--- config.mk ---
export PLATFORM = sky130hd
export DESIGN_NAME = tws_front
export DESIGN_NICKNAME = d
export VERILOG_FILES = /design/src/design/tws_pkg.sv /design/src/design/tws_front.sv
export SDC_FILE = /design/constraint.sdc
export NUM_CORES = 1
export LEC_CHECK = 0
export ABC_AREA = 1
export BUFFER_PORTS_ARGS = -buffer_cell sky130_fd_sc_hd__buf_2
export CAP_MARGIN = 20
export CORE_MARGIN = 2
export CORE_UTILIZATION = 58
export CTS_BUF_LIST = sky130_fd_sc_hd__clkbuf_4
export CTS_CLUSTER_DIAMETER = 50
export DETAILED_ROUTE_END_ITERATION = 6
export PLACE_DENSITY = 0.95
export SYNTH_ARGS = -nofsm -noshare
export SYNTH_HDL_FRONTEND = slang
export SYNTH_SLANG_ARGS = --single-unit
--- constraint.sdc ---
create_clock -name clock -period 6 [get_ports clock]
set_clock_uncertainty 0.15 [all_clocks]
set_input_delay 0.3 -clock clock [delete_from_list [all_inputs] [get_ports clock]]
set_output_delay 0.3 -clock clock [all_outputs]
set_load 0.02 [all_outputs]
--- src/design/tws_pkg.sv ---
// ----------------------------------------------------------------------------
// tws_pkg: shared types and constants of the timing wheel scheduler
// Sizes of the wheel, field widths, codes and the structs passed between
// the front end, the engine and the result queue.
// ----------------------------------------------------------------------------
package tws_pkg;

   localparam int SLOTS         = 64;
   localparam int SLOT_CAPACITY = 16;

   localparam int CSR_W      = 7;
   localparam int HANDLE_W   = 16;
   localparam int DELAY_W    = 6;
   localparam int STATUS_W   = 2;
   localparam int RSP_SLOT_W = 6;

   localparam int SLOT_W = (SLOTS > 1) ? $clog2(SLOTS) : 1;
   localparam int IDX_W  = (SLOT_CAPACITY > 1) ? $clog2(SLOT_CAPACITY) : 1;
   localparam int CNT_W  = $clog2(SLOT_CAPACITY + 1);
   localparam int ADDR_W = $clog2(SLOTS * SLOT_CAPACITY);

   localparam int CMDQ_DEPTH = 2;
   localparam int RSPQ_DEPTH = 2;

   typedef enum logic {
      OP_INSERT = 1'b0,
      OP_TICK   = 1'b1
   } op_type;

   typedef enum logic {
      KIND_INSERT = 1'b0,
      KIND_TICK   = 1'b1
   } kind_type;

   typedef enum logic [STATUS_W-1:0] {
      STATUS_STORED   = 2'd0,
      STATUS_REJECTED = 2'd1,
      STATUS_NO_ROOM  = 2'd2
   } status_type;

   typedef enum logic [1:0] {
      CMD_INSERT = 2'd0,
      CMD_REJECT = 2'd1,
      CMD_TICK   = 2'd2
   } cmd_class_type;

   typedef struct packed {
      cmd_class_type        cls;
      logic [HANDLE_W-1:0]  handle;
      logic [DELAY_W-1:0]   delay;
   } cmd_type;

   // front end to engine: head of the command queue
   typedef struct packed {
      logic    avail;
      cmd_type cmd;
   } cmd_src_type;

   typedef struct packed {
      kind_type              kind;
      status_type            status;
      logic [RSP_SLOT_W-1:0] slot;
      logic                  fired_valid;
      logic [HANDLE_W-1:0]   fired_handle;
      logic                  last;
   } rsp_type;

   // engine to result queue: one result written per push
   typedef struct packed {
      logic    push;
      rsp_type rsp;
   } rsp_push_type;

endpackage

--- src/design/tws_front.sv ---
// ----------------------------------------------------------------------------
// tws_front: request intake
// Holds the wheel size register, classifies each request and queues it
// for the engine.
// ----------------------------------------------------------------------------
module tws_front (
   input  logic                             clock,
   input  logic                             reset,
   input  logic                             push,
   output logic                             full,
   input  logic                             req_op,
   input  logic [tws_pkg::HANDLE_W-1:0]     req_handle,
   input  logic [tws_pkg::DELAY_W-1:0]      req_delay,
   input  logic                             csr_valid,
   output logic                             csr_ready,
   input  logic [tws_pkg::CSR_W-1:0]        csr_data,
   output logic [tws_pkg::CSR_W-1:0]        wheel_size,
   output tws_pkg::cmd_src_type             cmd_src,
   input  logic                             cmd_pop
);

   localparam int PTR_W  = (tws_pkg::CMDQ_DEPTH > 1) ? $clog2(tws_pkg::CMDQ_DEPTH) : 1;
   localparam int QCNT_W = $clog2(tws_pkg::CMDQ_DEPTH + 1);

   logic [tws_pkg::CSR_W-1:0] csr_ff, csr_in;
   tws_pkg::cmd_type          cmd_new;
   tws_pkg::cmd_type          q_mem [tws_pkg::CMDQ_DEPTH];
   logic [PTR_W-1:0]          wr_ptr_ff, wr_ptr_in, rd_ptr_ff, rd_ptr_in;
   logic [QCNT_W-1:0]         cnt_ff, cnt_in;
   logic                      wr_en, rd_en;

   assign csr_ready = 1'b1;
   assign csr_in    = csr_valid ? csr_data : csr_ff;

   // clamp the register into the legal wheel range
   always_comb begin
      if (csr_ff < tws_pkg::CSR_W'(2)) begin
         wheel_size = tws_pkg::CSR_W'(2);
      end else if (csr_ff > tws_pkg::CSR_W'(tws_pkg::SLOTS)) begin
         wheel_size = tws_pkg::CSR_W'(tws_pkg::SLOTS);
      end else begin
         wheel_size = csr_ff;
      end
   end

   always_comb begin
      cmd_new.handle = req_handle;
      cmd_new.delay  = req_delay;
      if (tws_pkg::op_type'(req_op) == tws_pkg::OP_TICK) begin
         cmd_new.cls = tws_pkg::CMD_TICK;
      end else if (req_handle == '0 || req_delay == '0 ||
                   tws_pkg::CSR_W'(req_delay) >= wheel_size) begin
         cmd_new.cls = tws_pkg::CMD_REJECT;
      end else begin
         cmd_new.cls = tws_pkg::CMD_INSERT;
      end
   end

   assign full  = (cnt_ff == QCNT_W'(tws_pkg::CMDQ_DEPTH));
   assign wr_en = push && !full;
   assign rd_en = cmd_pop && (cnt_ff != '0);

   assign cmd_src.avail = (cnt_ff != '0);
   assign cmd_src.cmd   = q_mem[rd_ptr_ff];

   always_comb begin
      wr_ptr_in = wr_ptr_ff;
      rd_ptr_in = rd_ptr_ff;
      cnt_in    = cnt_ff;
      if (wr_en) begin
         wr_ptr_in = (wr_ptr_ff == PTR_W'(tws_pkg::CMDQ_DEPTH - 1)) ? '0 : wr_ptr_ff + 1'b1;
      end
      if (rd_en) begin
         rd_ptr_in = (rd_ptr_ff == PTR_W'(tws_pkg::CMDQ_DEPTH - 1)) ? '0 : rd_ptr_ff + 1'b1;
      end
      if (wr_en && !rd_en) begin
         cnt_in = cnt_ff + 1'b1;
      end else if (rd_en && !wr_en) begin
         cnt_in = cnt_ff - 1'b1;
      end
   end

   always_ff @(posedge clock) begin
      if (reset) begin
         csr_ff    <= tws_pkg::CSR_W'(tws_pkg::SLOTS);
         wr_ptr_ff <= '0;
         rd_ptr_ff <= '0;
         cnt_ff    <= '0;
      end else begin
         csr_ff    <= csr_in;
         wr_ptr_ff <= wr_ptr_in;
         rd_ptr_ff <= rd_ptr_in;
         cnt_ff    <= cnt_in;
      end
   end

   always_ff @(posedge clock) begin
      if (wr_en) begin
         q_mem[wr_ptr_ff] <= cmd_new;
      end
   end

endmodule

Word-level counts from Yosys, hierarchy flattened:

Memory sizes are Yosys's and may differ from the RTL's. A register that Yosys moved wholly into a read port is not among the register bits.
Cells that the tools add are included.

* memory bits (writable): 48
* register bits: 11
* memories kept: 1

Memory list
* q_mem: words 2, width 24, read ports 1, clocked after memory_dff 1, write ports 1, RTL line tws_front.sv:27 `tws_pkg::cmd_type q_mem [tws_pkg::CMDQ_DEPTH];`

* reduce and logical (&&, ||, !) cells: 13
* add/sub/neg operators: 4
* eq/ne operators: 1
* $lt $le $gt $ge: 3
* muxes and demuxes: 12

Operator list (count)
* $logic_not A16 Y1: 1
* $mux W7: 2
* $ge A6 B7 Y1: 1
* $gt A7 B7 Y1 const B: 1
* $lt A7 B2 Y1 const B: 1
* $mux W1: 7
* $logic_not A6 Y1: 1
* $mux W2: 3
* $logic_and A1 B1 Y1: 4
* $reduce_bool A2 Y1: 2
* $logic_not A1 Y1: 3
* $add A1 B1 Y1 const B: 2
* $add A2 B1 Y2 const B: 1
* $eq A2 B2 Y1 const B: 1
* $logic_or A1 B1 Y1: 2
* $sub A2 B1 Y2 const B: 1

Depth between registers and ports, before layout:

* depth after elaboration: 7
* gate-level depth with buffers: 15

Least setup slack after synthesis:

No wires, ideal clock.

* kind: register to register
* from: reg cnt_ff[1]
* to: mem q_mem[1][0] in the netlist's numbering, enable pin
* buffers on the path: 0
* period minus slack after synthesis: 2097 ps
* cell stages (with the launch flop): 4
* path slack: 3903 ps
* arrival time: 1541 ps
* library setup time: 406 ps
* path through: dfxtp_1 inv_1 o21ai_1 nor2_1

* longest elaborated chain between the ends: 5

Ends and longest elaborated chain
* from (decl): RTL line tws_front.sv:29 `logic [QCNT_W-1:0] cnt_ff, cnt_in;`
* from (signal assigned): RTL line tws_front.sv:93 `cnt_ff <= cnt_in;`
* $eq A2 B2 Y1: RTL line tws_front.sv:59 `assign full = (cnt_ff == QCNT_W'(tws_pkg::CMDQ_DEPTH));`
* $logic_not A1 Y1: RTL line tws_front.sv:60 `assign wr_en = push && !full;`
* $logic_and A1 B1 Y1: RTL line tws_front.sv:60
* $mux W1: RTL line tws_front.sv:98 `if (wr_en) begin`
* $mux W1 (not written as such): RTL line tws_front.sv:99 `q_mem[wr_ptr_ff] <= cmd_new;`
* to (decl): RTL line tws_front.sv:27

Every way passes these cells.

==> flow_summary.yaml <==
job:
  drv_cap: 0
cts:
  cts.path.max_buffers: 2
  cts_buffers: 9
  path_clk_slew_ns: 0.10
  cts_tree: "done"
  htreeDepth: 3
  clk_latency_ns: 0.38
  clock_sink_count: 60
  root_buffer: "clkbuf_4"
  ctsResizeCount: 0
global_routing:
  grt_start_max_net_pins: 26
  antenna_found_initial: 0
  grt.total_usage_pct: 21.4
  first_global_vias: 1784
  grt.overflow.total: 0
  grt_pass1_wl_um: 8030
timing:
  fmax_ghz: 0.475
  rsz0062_at_grt: "no"
  finalCritPeriodShare_pct: 35.1
  worstMarginPinSlew_ns: 0.608
  finalSetupViolations: 0
  hold_viol_final: 0
  slew_headroom_pct: 59.4
  fin_crit_ns: 2.10
  setup_tns_ns: 0
  drv_slew: 0
drt:
  drt.antenna.violating_nets: 0
  drt_iter0_drc: 159
  avgRoutedWirePerCell_um: 13.8
  vias: 1815
  wirelength_um: 5030
  viasPerCell: 5.00
  drc: 0
  firstDrtPassIters: 4
floorplanning:
  rows: 24
  start_util_pct: 60.2
  die_y_um: 71.2
  dieArea_um2: 5070
  io-pin-count: 69
  die_x_um: 71.2
  core_area_um2: 4350
status:
  status: "finished clean"
placement:
  port_buffers: 67
  gp_congestion: 0.781
  hpwl_um: 3310
  placed_area_um2: 3010
  dp_cells: 319
critical_path:
  critPathTopFamily: "simple AND/OR/NAND/NOR gates"
  cp-start-kind: "flip-flop"
  crit_required_ns: 6.00
  critPathKind: "reg -> reg"
  crit_path_top_delay_cell: "dfxtp_1"
  crit_top_cell: "nand2_1"
  cp_max_fo: 5
  critPathLaunch: "csr_ff[4]"
  path_cells: "inv_1 -> nand3_1 -> nor3_2 -> nand2_2 -> nand2_4 -> nand2_2 -> ha_1 -> nand2_1 -> nand2_1 -> nand2_1 -> nand2_1 -> nor2_1 -> nand2_1 -> nor2_1 -> nor2_1"
  critPathBufInv: 1
  endpoint_kind: "flip-flop"
  rr_startpoint: "csr_ff[4]"
  max_stage_delay_ns: 0.33
  cp.arrival_ns: 2.10
synthesis:
  yosysWarnings: 0
  synth.avg_cell_area_um2: 12.9
  netlist_area_um2: 2620
  synth.distinct_cells: 23
  ys_ff_latch: 60
  syn_inst: 203
  syn-num-nets: 245
  yosysSeqAreaShare_pct: 64.2
cells_and_area:
  antenna_cells: 0
  num-fill-cells: 262
  stdcell_count: 363
  drive_gt1_share_pct: 40.5
  syn2layout_area_growth_pct: 29.8
  nets: 348
  fin_area_um2: 3400
min_path:
  hold_class: "in -> reg"
  hp-start: "csr_valid"
power:
  p_leak_nw: 1.50
  cellPowerDensity_nw_per_um2: 335
  ir_worst_vdd_mv: 0.241
[logic make-up after synthesis]
logic type	share of synthesized area, %
flip-flops	64.2
multiplexers	13.2
other	0.143
adder cells (fa/ha/maj)	3.34
buffers and inverters	4.49
AO/OA/AOI/OAI	4.30
AND/OR/NAND/NOR	10.4
[what timing repair did]
item,in CTS,in global routing
hold buffers,27,0
setup buffers,0,0
hold endpoints to repair,49,0
[registers in the layout, summed over array words and instances (netlist names), named ones only]
register and count:
q_mem 48, csr_ff 7, cnt_ff 2, rd_ptr_ff 1, wr_ptr_ff 1
[power breakdown]
| part | internal (W) | leakage (nW) | switching [W] |
|---|---|---|---|
| registers | 0.000517 | 0.548 | 0.0000187 |
| clock network | 0.0000949 | 0.0638 | 0.000133 |
| logic | 0.000162 | 0.886 | 0.000212 |
[synth_stat cells (all sizes together)]
library cell  instances  area [um^2]
o21bai                1         7.51
nand3                 4         20.0
nor3                  1         10.0
buf                   4         35.0
clkbuf                1         3.75
ha                    7         87.6
nand2                28          128
dfxtp                12          240
nor2                 29          109
inv                  21         78.8
o21ai                12         60.1
edfxtp               48         1440
or2                   1         6.26
mux2                 24          345
a21oi                 9         45.0
conb                  1         3.75
[path summary, 6_finish.rpt]
check,depth (start not counted),end,slack [ns]
min reg2reg,2,rd_ptr_ff,0.33
min,2,csr_ff[6],0.04
max reg2reg,15,q_mem[1][22],3.90
max,15,q_mem[1][22],3.90
[cell usage in the layout, fill, tap and decap left out, types with 6 or more instances in the layout]
master         instances
ha_1                   7
a21oi_1                9
buf_2                 67
edfxtp_1              48
nand2_1               21
dfxtp_1               12
inv_2                  9
clkbuf_4              12
mux2_4                20
o21ai_0                8
nor2_1                27
dlygate4sd3_1         27
inv_1                 12
nand2_2                6
[area by class of cell]
cell class                 count  area, um^2  share of cell area [%]
sequential                    60        1680                    49.4
multi-input combinational    117         827                    24.3
inverter                      21        78.8                    2.32
timing repair buffer          97         643                    18.9
tap                           52        65.1                    1.91
clock buffer                  12        90.1                    2.65
clock inverter                 4        16.3                   0.478
[stage by stage]
stage	utilization (%)	hold slack, ns	total power (W)	setup slack (ns)
finish	78.1	0.0437	0.00114	3.90
global route	78.1	0.0494	0.00120	3.67
CTS	77.8	0.0266	0.00114	3.88
detailed placement	69.1	0.322	0.000905	3.91
global placement	68.8	0.307	0.000885	4.02
floorplan	-	0.249	0.000807	3.90
[metal layers]
layer  vias up  wire length (um)  track usage (%)
met5         -                 0                0
met1       831              2040             24.4
met3         8               300             7.03
li1        905                 -                -
met4         0               105             8.81
met2        71              2580             37.0
Power figures use the tool's default switching activity.
