<file path="src/design/tws_pkg.sv">
// ----------------------------------------------------------------------------
// tws_pkg: shared types and constants of the timing wheel scheduler
// Sizes of the wheel, field widths, codes and the structs passed between
// the front end, the engine and the result queue.
// ----------------------------------------------------------------------------
package tws_pkg;

   localparam int SLOTS         = 64;
   localparam int SLOT_CAPACITY = 16;

   localparam int CSR_W      = 7;
   localparam int HANDLE_W   = 16;
   localparam int DELAY_W    = 6;
   localparam int STATUS_W   = 2;
   localparam int RSP_SLOT_W = 6;

   localparam int SLOT_W = (SLOTS > 1) ? $clog2(SLOTS) : 1;
   localparam int IDX_W  = (SLOT_CAPACITY > 1) ? $clog2(SLOT_CAPACITY) : 1;
   localparam int CNT_W  = $clog2(SLOT_CAPACITY + 1);
   localparam int ADDR_W = $clog2(SLOTS * SLOT_CAPACITY);

   localparam int CMDQ_DEPTH = 2;
   localparam int RSPQ_DEPTH = 2;

   typedef enum logic {
      OP_INSERT = 1'b0,
      OP_TICK   = 1'b1
   } op_type;

   typedef enum logic {
      KIND_INSERT = 1'b0,
      KIND_TICK   = 1'b1
   } kind_type;

   typedef enum logic [STATUS_W-1:0] {
      STATUS_STORED   = 2'd0,
      STATUS_REJECTED = 2'd1,
      STATUS_NO_ROOM  = 2'd2
   } status_type;

   typedef enum logic [1:0] {
      CMD_INSERT = 2'd0,
      CMD_REJECT = 2'd1,
      CMD_TICK   = 2'd2
   } cmd_class_type;

   typedef struct packed {
      cmd_class_type        cls;
      logic [HANDLE_W-1:0]  handle;
      logic [DELAY_W-1:0]   delay;
   } cmd_type;

   // front end to engine: head of the command queue
   typedef struct packed {
      logic    avail;
      cmd_type cmd;
   } cmd_src_type;

   typedef struct packed {
      kind_type              kind;
      status_type            status;
      logic [RSP_SLOT_W-1:0] slot;
      logic                  fired_valid;
      logic [HANDLE_W-1:0]   fired_handle;
      logic                  last;
   } rsp_type;

   // engine to result queue: one result written per push
   typedef struct packed {
      logic    push;
      rsp_type rsp;
   } rsp_push_type;

endpackage

</file>
<file path="src/design/tws_rsp_queue.sv">
// ----------------------------------------------------------------------------
// tws_rsp_queue: result queue
// Small FIFO that holds finished results until the consumer pops them.
// ----------------------------------------------------------------------------
module tws_rsp_queue (
   input  logic                   clock,
   input  logic                   reset,
   input  tws_pkg::rsp_push_type  rsp_src,
   output logic                   rsp_full,
   output logic                   empty,
   input  logic                   pop,
   output tws_pkg::rsp_type       rsp_head
);

   localparam int PTR_W  = (tws_pkg::RSPQ_DEPTH > 1) ? $clog2(tws_pkg::RSPQ_DEPTH) : 1;
   localparam int QCNT_W = $clog2(tws_pkg::RSPQ_DEPTH + 1);

   tws_pkg::rsp_type  q_mem [tws_pkg::RSPQ_DEPTH];
   logic [PTR_W-1:0]  wr_ptr_ff, wr_ptr_in, rd_ptr_ff, rd_ptr_in;
   logic [QCNT_W-1:0] cnt_ff, cnt_in;
   logic              wr_en, rd_en;

   assign rsp_full = (cnt_ff == QCNT_W'(tws_pkg::RSPQ_DEPTH));
   assign empty    = (cnt_ff == '0);
   assign wr_en    = rsp_src.push && !rsp_full;
   assign rd_en    = pop && !empty;
   assign rsp_head = q_mem[rd_ptr_ff];

   always_comb begin
      wr_ptr_in = wr_ptr_ff;
      rd_ptr_in = rd_ptr_ff;
      cnt_in    = cnt_ff;
      if (wr_en) begin
         wr_ptr_in = (wr_ptr_ff == PTR_W'(tws_pkg::RSPQ_DEPTH - 1)) ? '0 : wr_ptr_ff + 1'b1;
      end
      if (rd_en) begin
         rd_ptr_in = (rd_ptr_ff == PTR_W'(tws_pkg::RSPQ_DEPTH - 1)) ? '0 : rd_ptr_ff + 1'b1;
      end
      if (wr_en && !rd_en) begin
         cnt_in = cnt_ff + 1'b1;
      end else if (rd_en && !wr_en) begin
         cnt_in = cnt_ff - 1'b1;
      end
   end

   always_ff @(posedge clock) begin
      if (reset) begin
         wr_ptr_ff <= '0;
         rd_ptr_ff <= '0;
         cnt_ff    <= '0;
      end else begin
         wr_ptr_ff <= wr_ptr_in;
         rd_ptr_ff <= rd_ptr_in;
         cnt_ff    <= cnt_in;
      end
   end

   always_ff @(posedge clock) begin
      if (wr_en) begin
         q_mem[wr_ptr_ff] <= rsp_src.rsp;
      end
   end

endmodule

</file>
<file path="config.mk">
export PLATFORM = sky130hd
export DESIGN_NAME = tws_rsp_queue
export DESIGN_NICKNAME = d
export VERILOG_FILES = /design/src/design/tws_pkg.sv /design/src/design/tws_rsp_queue.sv
export SDC_FILE = /design/constraint.sdc
export NUM_CORES = 1
export LEC_CHECK = 0
export ABC_AREA = 0
export BUFFER_PORTS_ARGS = -buffer_cell sky130_fd_sc_hd__buf_2
export CORE_ASPECT_RATIO = 1.2
export CORE_MARGIN = 2
export CORE_UTILIZATION = 55
export CTS_BUF_LIST = sky130_fd_sc_hd__clkbuf_4 sky130_fd_sc_hd__clkbuf_8 sky130_fd_sc_hd__clkbuf_16
export CTS_CLUSTER_SIZE = 16
export DETAILED_ROUTE_END_ITERATION = 12
export PLACE_DENSITY = 0.84
export SLEW_MARGIN = 10
export SYNTH_ARGS = -nofsm -noshare
export SYNTH_HDL_FRONTEND = slang
export SYNTH_SLANG_ARGS = --single-unit
</file>
<file path="constraint.sdc">
create_clock -name clock -period 3 [get_ports clock]
set_clock_uncertainty 0.1 [all_clocks]
set_input_delay 0.9 -clock clock [delete_from_list [all_inputs] [get_ports clock]]
set_output_delay 0.9 -clock clock [all_outputs]
set_load 0.01 [all_outputs]
</file>
After elaboration in Yosys (flattened, before gate mapping)
Memories as Yosys holds them, arrays and structs flattened. A register that Yosys moved wholly into a read port is not among the register bits.
Index checks and enable logic that the tools add are counted.
{ "totals": {"reg_bits": 4, "latchBits": 0, "ram_bits": 54, "rom_bits": 0, "in_bits": 31, "output_inout_bits": 29, "word_cells": 27, "memories": 1} }
{ "classes": {"add_sub_neg": 4, "multipliers": 0, "div_mod_pow": 0, "n_lt_le_gt_ge": 0, "n_eq_ne": 1, "shifts": 0, "mux": 8, "bitwise_logic": 0, "reduce_logical": 10} }
{ "memory_table": {"columns": ["name", "depth", "word_bits", "read_ports", "rd_clocked_by_memory_dff", "wr", "line_no", "source"], "rows": [
  ["q_mem", 2, 27, 1, 1, 1, "tws_rsp_queue.sv:18", "tws_pkg::rsp_type q_mem [tws_pkg::RSPQ_DEPTH];"]
]} }
{ "ops": {"columns": ["operator", "count"], "rows": [
  ["1-bit 2-to-1 mux", 6],
  ["1-bit logical AND", 4],
  ["1-bit logical NOT", 4],
  ["2-bit 2-to-1 mux", 2],
  ["1-bit adder, second input constant", 2],
  ["2-bit by 1-bit adder with 2-bit output, second input constant", 1],
  ["2-bit equality test, second input constant", 1],
  ["2-bit logical NOT", 1],
  ["2-bit nonzero test", 1],
  ["2-bit by 1-bit subtractor with 2-bit output, second input constant", 1]
]} }

Depth between registers and ports, before layout
Gate-level depths: netlist (run 1).
{ "depth": {"depth_word": 7, "mapped_depth": 6, "depth_no_buf": 6} }

Worst setup path after synthesis (run 1)
Ideal clock, no wire load.
{ "synth_path": {"path_kind": "input -> register", "from": "input rsp_src[27] in the netlist's numbering", "to": "memory q_mem[0][0] in the netlist's numbering (enable)", "setup_time_ns": 0.382, "arrival_ns": 1.843, "t_required_ns": 2.518, "setup_slack_ns": 0.675, "stages": 3, "path_buffers": 0, "cell_sequence": "inv_1 or3_1 inv_1"} }
{ "synth_between": {"elab_chain_len": 3} }
{ "synth_lines": {"columns": ["item", "line_no", "source"], "rows": [
  ["start, declared", "tws_rsp_queue.sv:8", "input tws_pkg::rsp_push_type rsp_src,"],
  ["1-bit logical AND", "tws_rsp_queue.sv:25", "assign wr_en = rsp_src.push && !rsp_full;"],
  ["1-bit 2-to-1 mux", "tws_rsp_queue.sv:59", "if (wr_en) begin"],
  ["1-bit 2-to-1 mux (implied by the code)", "tws_rsp_queue.sv:60", "q_mem[wr_ptr_ff] <= rsp_src.rsp;"],
  ["end, declared", "tws_rsp_queue.sv:18", null]
]} }
Every way passes these cells.

==> impl_metrics.py, run 1 <==
metrics = {
    "finish": {
        "mostFrequentLayoutCell": "sky130_fd_sc_hd__buf_2",
        "final.fill_count": 249,
        "final_core_utilization_pct": 73.6,
        "highest_count_cells_in_the_layout_ignoring_fill_and_taps": "sky130_fd_sc_hd__buf_2 (59), sky130_fd_sc_hd__edfxtp_1 (54), sky130_fd_sc_hd__mux2_2 (27)",
        "layout-drive-gt1-share_pct": 56.2,
        "diodes": 0,
        "syn2layout_area_growth_pct": 25.7,
        "num-nets-final": 214,
        "area_of_all_placed_cells_without_fillers_mm2": 0.00272,
    },
    "global_route": {
        "global_route.overflow_total": 0,
        "grt_first_pass_wirelength_um": 5430,
        "grtUsageTotal_pct": 18.0,
        "grt_pass1_vias": 1240,
        "initial_antenna_violation_count": 0,
        "grt_max_degree": 17,
    },
    "pwr": {
        "leakagePower_nw": 1.05,
        "combinationalPowerShare_pct": 25.9,
        "clockPowerShare_pct": 27.0,
        "switching_share_pct": 26.3,
        "power.internal_w": 0.00169,
        "pwr-share-seq_pct": 47.1,
        "post-layout-total-power_w": 0.00229,
        "power.net_switching_w": 0.000602,
        "ir_worst_vdd_uv": 599,
        "power.density_mw_per_mm2": 842,
    },
    "synthesis": {
        "netlist_area_before_placement_mm2": 0.00216,
        "synth-edff-count": 54,
        "netlist.area_leader.share_pct": 75.0,
        "post_synth_net_total": 141,
        "synthesis.instances": 109,
        "yosys_register_bits": 59,
        "netlist_top_cells_area": "sky130_fd_sc_hd__edfxtp_1 (75%), sky130_fd_sc_hd__mux2_2 (14%), sky130_fd_sc_hd__dfxtp_1 (4.6%)",
        "synth_largest_area_cell": "sky130_fd_sc_hd__edfxtp_1",
        "seq_area_frac_synth_pct": 79.6,
        "synth_flop_cell": "sky130_fd_sc_hd__edfxtp_1",
        "netlist-cell-type-count": 14,
        "async_flop_share_pct": 0,
        "syn_area_per_cell_um2": 19.8,
        "yosysWarningCount": 0,
    },
    "detailed_routing": {
        "num_vias": 1163,
        "remaining_drc_errors": 0,
        "route.detailed.wl_per_inst_um": 14.6,
        "drt_iter0_markers": 30,
        "finalWirelength_um": 3470,
        "postRouteAntennaNets": 0,
        "detail_route.vias_per_cell": 4.91,
        "firstDrtPassIters": 6,
    },
    "sta": {
        "max_clock_freq_ghz": 0.417,
        "finalSetupViolCount": 0,
        "final_period_minus_worst_setup_slack_ps": 2400,
        "final-max-slew-violation-count": 0,
        "finalHoldViolCount": 0,
        "final_worst_path_cycle_share_pct": 79.9,
        "unrepaired_setup_endpoints_after_global_routing": "false",
        "relSlewSlack_pct": 75.7,
        "worst_slew_pin_slew_ps": 364,
        "setup-tns-final_ps": 0,
    },
    "clock_network": {
        "hold_buffers": 0,
        "cts-root-to-sink-buffers": 2,
        "tritoncts.num_buffers": 9,
        "ctsRootBufferMaster": "sky130_fd_sc_hd__clkbuf_8",
        "post-cts-setup-buffers": 0,
        "post_cts_resized": 0,
        "path_clk_slew_ps": 60,
        "htree_levels": 3,
        "worst_skew_pair.late_latency_ps": 320,
        "clock_tree_from_tritoncts": "built",
        "cts.sink_count": 59,
    },
    "die": {
        "fp.coreArea_mm2": 0.00369,
        "floorplan.initialDensity_pct": 58.6,
        "floorplan.io_pins": 60,
        "fp.dieH_um": 72.7,
        "die_w_um": 61.3,
        "fp.dieArea_mm2": 0.00445,
        "row_count": 24,
    },
    "setup_path": {
        "r2r_setup_slack_ps": 1170,
        "setup.worst_path.class": "reg -> out",
        "worstPathMaxFanout": 14,
        "cp-start-kind": "flip-flop",
        "timing.critical_path.required_ps": 2000,
        "critPathArrivalTime_ps": 1400,
        "worstSetupEndpointType": "primary output",
    },
    "status": {
        "run_status": "completed",
    },
    "placed_design": {
        "dpl.hpwl_um": 2430,
        "gpl.final_weighted_congestion": 0.688,
        "placement.cell_area_mm2": 0.00255,
        "place.port_buffers": 59,
    },
    "run": {
        "cap_violations": 0,
    },
    "min_path": {
        "hp-class": "reg -> reg",
    },
}
==> worst max-delay path: stages, from the launching register on <==
cell	delay, ps
sky130_fd_sc_hd__dfxtp_1	340
sky130_fd_sc_hd__buf_4	230
sky130_fd_sc_hd__mux2_2	370
sky130_fd_sc_hd__buf_2	140
==> power by group through the flow <==
stage	registers (W)	clock network, W	logic [W]
4_1_cts	0.00108	0.000643	0.000604
6_report	0.00108	0.000618	0.000593
5_1_grt	0.00109	0.000674	0.000646
3_3_place_gp	0.00109	0	0.000582
2_1_floorplan	0.00108	0	0.000389
3_5_place_dp	0.00110	0	0.000598
==> state kept, by name (all words and copies together), names as in the netlist, named ones only <==
register	cells
wr_ptr_ff	1
cnt_ff	2
q_mem	54
rd_ptr_ff	1
==> kinds of logic after synthesis <==
family | after synthesis | share of synthesized area, %
DFF | 59 | 79.6
muxes | 27 | 14.1
and+or+nand+nor | 9 | 2.14
AOI/OAI and AO/OA | 5 | 1.16
buffers and inverters | 5 | 1.27
xor gates and xnor gates | 3 | 1.21
adders and majority gates | 1 | 0.578
==> Yosys cell counts, types with 2 or more instances <==
cell type                   n
sky130_fd_sc_hd__edfxtp_1  54
sky130_fd_sc_hd__mux2_2    27
sky130_fd_sc_hd__dfxtp_1    5
sky130_fd_sc_hd__nor2_1     5
sky130_fd_sc_hd__o21ai_0    3
sky130_fd_sc_hd__xor2_1     3
sky130_fd_sc_hd__a21oi_1    2
sky130_fd_sc_hd__buf_4      2
sky130_fd_sc_hd__inv_1      2
sky130_fd_sc_hd__or3_1      2
==> layout make-up <==
cell class                      instances  area (um2)  share of cell area (%)
Multi-Input combinational cell         45         414                    15.2
Clock inverter                          5        46.3                    1.70
Inverter                                2        7.51                   0.276
Sequential cell                        59        1720                    63.3
Clock buffer                            9         124                    4.56
Tap cell                               52        65.1                    2.39
Timing Repair Buffer                   65         340                    12.5
==> path summary, 6_finish.rpt <==
path	cells after the start	to	startpoint
worst max-delay path	3	rsp_head[11]	flip-flop
worst min-delay path	2	wr_ptr_ff$_SDFFE_PP0P_	wr_ptr_ff$_SDFFE_PP0P_
worst max register to register	4	q_mem[0][20]$_DFFE_PP_	cnt_ff[0]$_SDFFE_PP0P_
worst min register to register	2	wr_ptr_ff$_SDFFE_PP0P_	wr_ptr_ff$_SDFFE_PP0P_
==> per-stage QoR <==
stage	worst slack, ps	cells	hold WS [ps]
floorplan	675	109	352
global placement	666	223	370
detailed placement	613	223	383
CTS	557	237	391
global route	521	237	438
finish	602	237	392
==> layer usage <==
layer	vias to the layer above	part of all wire [%]	global-route usage [%]	wire length (um)
met5	-	0	0	0
met3	8	6.3	7.98	217
met2	40	55	29.2	1900
li1	568	-	-	-
met4	0	2.1	11.8	72
met1	547	37	18.2	1280
(Power assumes the default switching activity.)
==> run 2, diff against run 1 <==
--- a/config.mk
+++ b/config.mk
@@ -9,11 +9,11 @@
 export BUFFER_PORTS_ARGS = -buffer_cell sky130_fd_sc_hd__buf_2
 export CORE_ASPECT_RATIO = 1.2
 export CORE_MARGIN = 2
-export CORE_UTILIZATION = 55
+export CORE_UTILIZATION = 46
 export CTS_BUF_LIST = sky130_fd_sc_hd__clkbuf_4 sky130_fd_sc_hd__clkbuf_8 sky130_fd_sc_hd__clkbuf_16
 export CTS_CLUSTER_SIZE = 16
 export DETAILED_ROUTE_END_ITERATION = 12
-export PLACE_DENSITY = 0.84
+export PLACE_DENSITY = 0.75
 export SLEW_MARGIN = 10
 export SYNTH_ARGS = -nofsm -noshare
 export SYNTH_HDL_FRONTEND = slang
==> constraint.sdc (replaced) <==
create_clock -name clock -period 2.2 [get_ports clock]
set_clock_uncertainty 0.1 [all_clocks]
set_input_delay 0.66 -clock clock [delete_from_list [all_inputs] [get_ports clock]]
set_output_delay 0.66 -clock clock [all_outputs]
set_load 0.01 [all_outputs]
==> run 2 against run 1 <==
Effect of this change:
- die area up 18%
- sequential power up 36%
- register-to-register slack worse by 600 ps
- worst hold slack better by 13 ps
- total power up 34%
- utilization down 14 points
- largest cell class unchanged
- critical path type unchanged
- critical endpoint is now rsp_head[6]
- count of clock-buffer cells in the layout up 2
- global-route usage down 3.8 points
==> impl_metrics.py, run 2 (same netlist as run 1, synthesis figures left out) <==
metrics = {
    "status": {
        "run_status": "completed",
    },
    "sta": {
        "relSlewSlack_pct": 79.3,
        "fin_hold_ws_ps": 406,
        "final_period_minus_worst_setup_slack_ps": 2130,
        "final_worst_path_cycle_share_pct": 96.9,
        "final-max-slew-violation-count": 0,
        "finalHoldViolCount": 0,
        "unrepaired_setup_endpoints_after_global_routing": "false",
        "max_clock_freq_ghz": 0.469,
        "setup-tns-final_ps": 0,
        "finalSetupViolCount": 0,
        "worst_slew_pin_slew_ps": 308,
    },
    "pwr": {
        "combinationalPowerShare_pct": 26.8,
        "pwr-share-seq_pct": 48.0,
        "power.internal_w": 0.00224,
        "power.density_mw_per_mm2": 1120,
        "clockPowerShare_pct": 25.2,
        "post-layout-total-power_w": 0.00306,
        "switching_share_pct": 26.9,
        "ir_worst_vdd_uv": 572,
        "power.net_switching_w": 0.000823,
        "leakagePower_nw": 1.06,
    },
    "detailed_routing": {
        "remaining_drc_errors": 0,
        "finalWirelength_um": 3400,
        "drt_iter0_markers": 116,
        "route.detailed.wl_per_inst_um": 13.9,
        "num_vias": 1165,
        "postRouteAntennaNets": 0,
        "detail_route.vias_per_cell": 4.77,
        "firstDrtPassIters": 4,
    },
    "die": {
        "fp.coreArea_mm2": 0.00456,
        "die_w_um": 66.6,
        "fp.dieH_um": 79.1,
        "fp.dieArea_mm2": 0.00527,
        "floorplan.initialDensity_pct": 47.4,
        "row_count": 27,
        "floorplan.io_pins": 60,
    },
    "min_path": {
        "hp-class": "reg -> reg",
    },
    "finish": {
        "final_core_utilization_pct": 59.8,
        "registers.top_by_ff_count": "q_mem",
        "biggestRegsByFlops": "q_mem x54, cnt_ff x2",
        "area.sequential_mm2": 0.00172,
        "syn2layout_area_growth_pct": 26.0,
        "mostFrequentLayoutCell": "sky130_fd_sc_hd__buf_2",
        "area_of_the_multi_input_gates_um2": 414,
        "num-nets-final": 214,
        "final.fill_count": 379,
        "largest_register_ff_count": 54,
        "highest_count_cells_in_the_layout_ignoring_fill_and_taps": "sky130_fd_sc_hd__buf_2 (59), sky130_fd_sc_hd__edfxtp_1 (54), sky130_fd_sc_hd__mux2_2 (27)",
        "layout-drive-gt1-share_pct": 57.5,
        "diodes": 0,
    },
    "clock_network": {
        "cts.sink_count": 59,
        "worst_skew_pair.late_latency_ps": 320,
        "htree_levels": 3,
        "post-cts-setup-buffers": 0,
        "clock_tree_from_tritoncts": "built",
        "hold_buffers": 0,
        "cts-root-to-sink-buffers": 2,
        "tritoncts.num_buffers": 9,
        "ctsRootBufferMaster": "sky130_fd_sc_hd__clkbuf_8",
        "path_clk_slew_ps": 60,
    },
    "placed_design": {
        "dpl.hpwl_um": 2330,
        "gpl.final_weighted_congestion": 0.644,
        "place.port_buffers": 59,
    },
    "global_route": {
        "grt_max_degree": 20,
        "grt_pass1_vias": 1195,
        "grtUsageTotal_pct": 14.2,
        "grt_first_pass_wirelength_um": 5220,
        "global_route.overflow_total": 0,
        "initial_antenna_violation_count": 0,
    },
    "setup_path": {
        "critPathArrivalTime_ps": 1370,
        "worstSetupEndpointType": "primary output",
        "cp-start-kind": "flip-flop",
        "setup.worst_path.class": "reg -> out",
        "worstPathMaxFanout": 8,
        "timing.critical_path.required_ps": 1440,
    },
    "run": {
        "cap_violations": 0,
    },
}
==> run 2: cell types whose count changed in the layout (fill, tap and decap cells not counted) <==
cell,change
sky130_fd_sc_hd__clkinv_2,+2
sky130_fd_sc_hd__clkbuf_4,+2
sky130_fd_sc_hd__clkinv_1,-2
sky130_fd_sc_hd__buf_12,+1
sky130_fd_sc_hd__bufinv_16,-1
sky130_fd_sc_hd__buf_4,-1
==> run 2: per-layer routing <==
metal  vias up  wire length [um]  GRT usage [%]
met5         -                 0              0
met4         0                77           7.96
met3         7               237           6.09
met2        46              1700           22.4
met1       550              1390           16.1
li1        562                 -              -
==> run 2: area by class of cell <==
type | count | area share, %
Multi-Input combinational cell | 45 | 15.2
Clock buffer | 11 | 5.09
Sequential cell | 59 | 63.1
Timing Repair Buffer | 65 | 12.9
Tap cell | 58 | 2.66
Inverter | 2 | 0.275
Clock inverter | 4 | 0.688
==> run 2: what timing repair did <==
item	4_1_cts	5_1_grt
hold endpoints to repair	0	0
endpoints found under the setup margin	19	10
gates resized for setup	1	2
==> run 2: path summary, 6_finish.rpt <==
kind	to	startpoint	cells past startpoint	slack, ps
worst max-delay path	rsp_head[6]	flip-flop	3	70
worst min-delay path	cnt_ff[1]$_SDFFE_PP0P_	cnt_ff[1]$_SDFFE_PP0P_	2	410
worst max register to register	cnt_ff[1]$_SDFFE_PP0P_	cnt_ff[0]$_SDFFE_PP0P_	4	570
worst min register to register	cnt_ff[1]$_SDFFE_PP0P_	cnt_ff[1]$_SDFFE_PP0P_	2	410
==> run 2: critical path: stages (launching register included) <==
cell and delay (ps):
sky130_fd_sc_hd__dfxtp_1 370, sky130_fd_sc_hd__buf_4 200, sky130_fd_sc_hd__mux2_2 350, sky130_fd_sc_hd__buf_2 140
==> run 2: through the flow <==
stage          worst slack [ps]  area (um2)  std cells
6_report                   68.6        2730        244
5_1_grt                    12.2        2730        244
4_1_cts                    19.5        2720        244
3_5_place_dp                307        2560        229
3_3_place_gp                337        2560        229
2_1_floorplan               115        2160        109
==> run 2: power groups by stage <==
stage / registers [W] / clock network [W] / logic [W]
after floorplan: 0.00148 / 0 / 0.000530
after global placement: 0.00148 / 0 / 0.000800
after detailed placement: 0.00149 / 0 / 0.000819
after CTS: 0.00147 / 0.000803 / 0.000831
after global routing: 0.00148 / 0.000861 / 0.000902
final: 0.00147 / 0.000771 / 0.000822
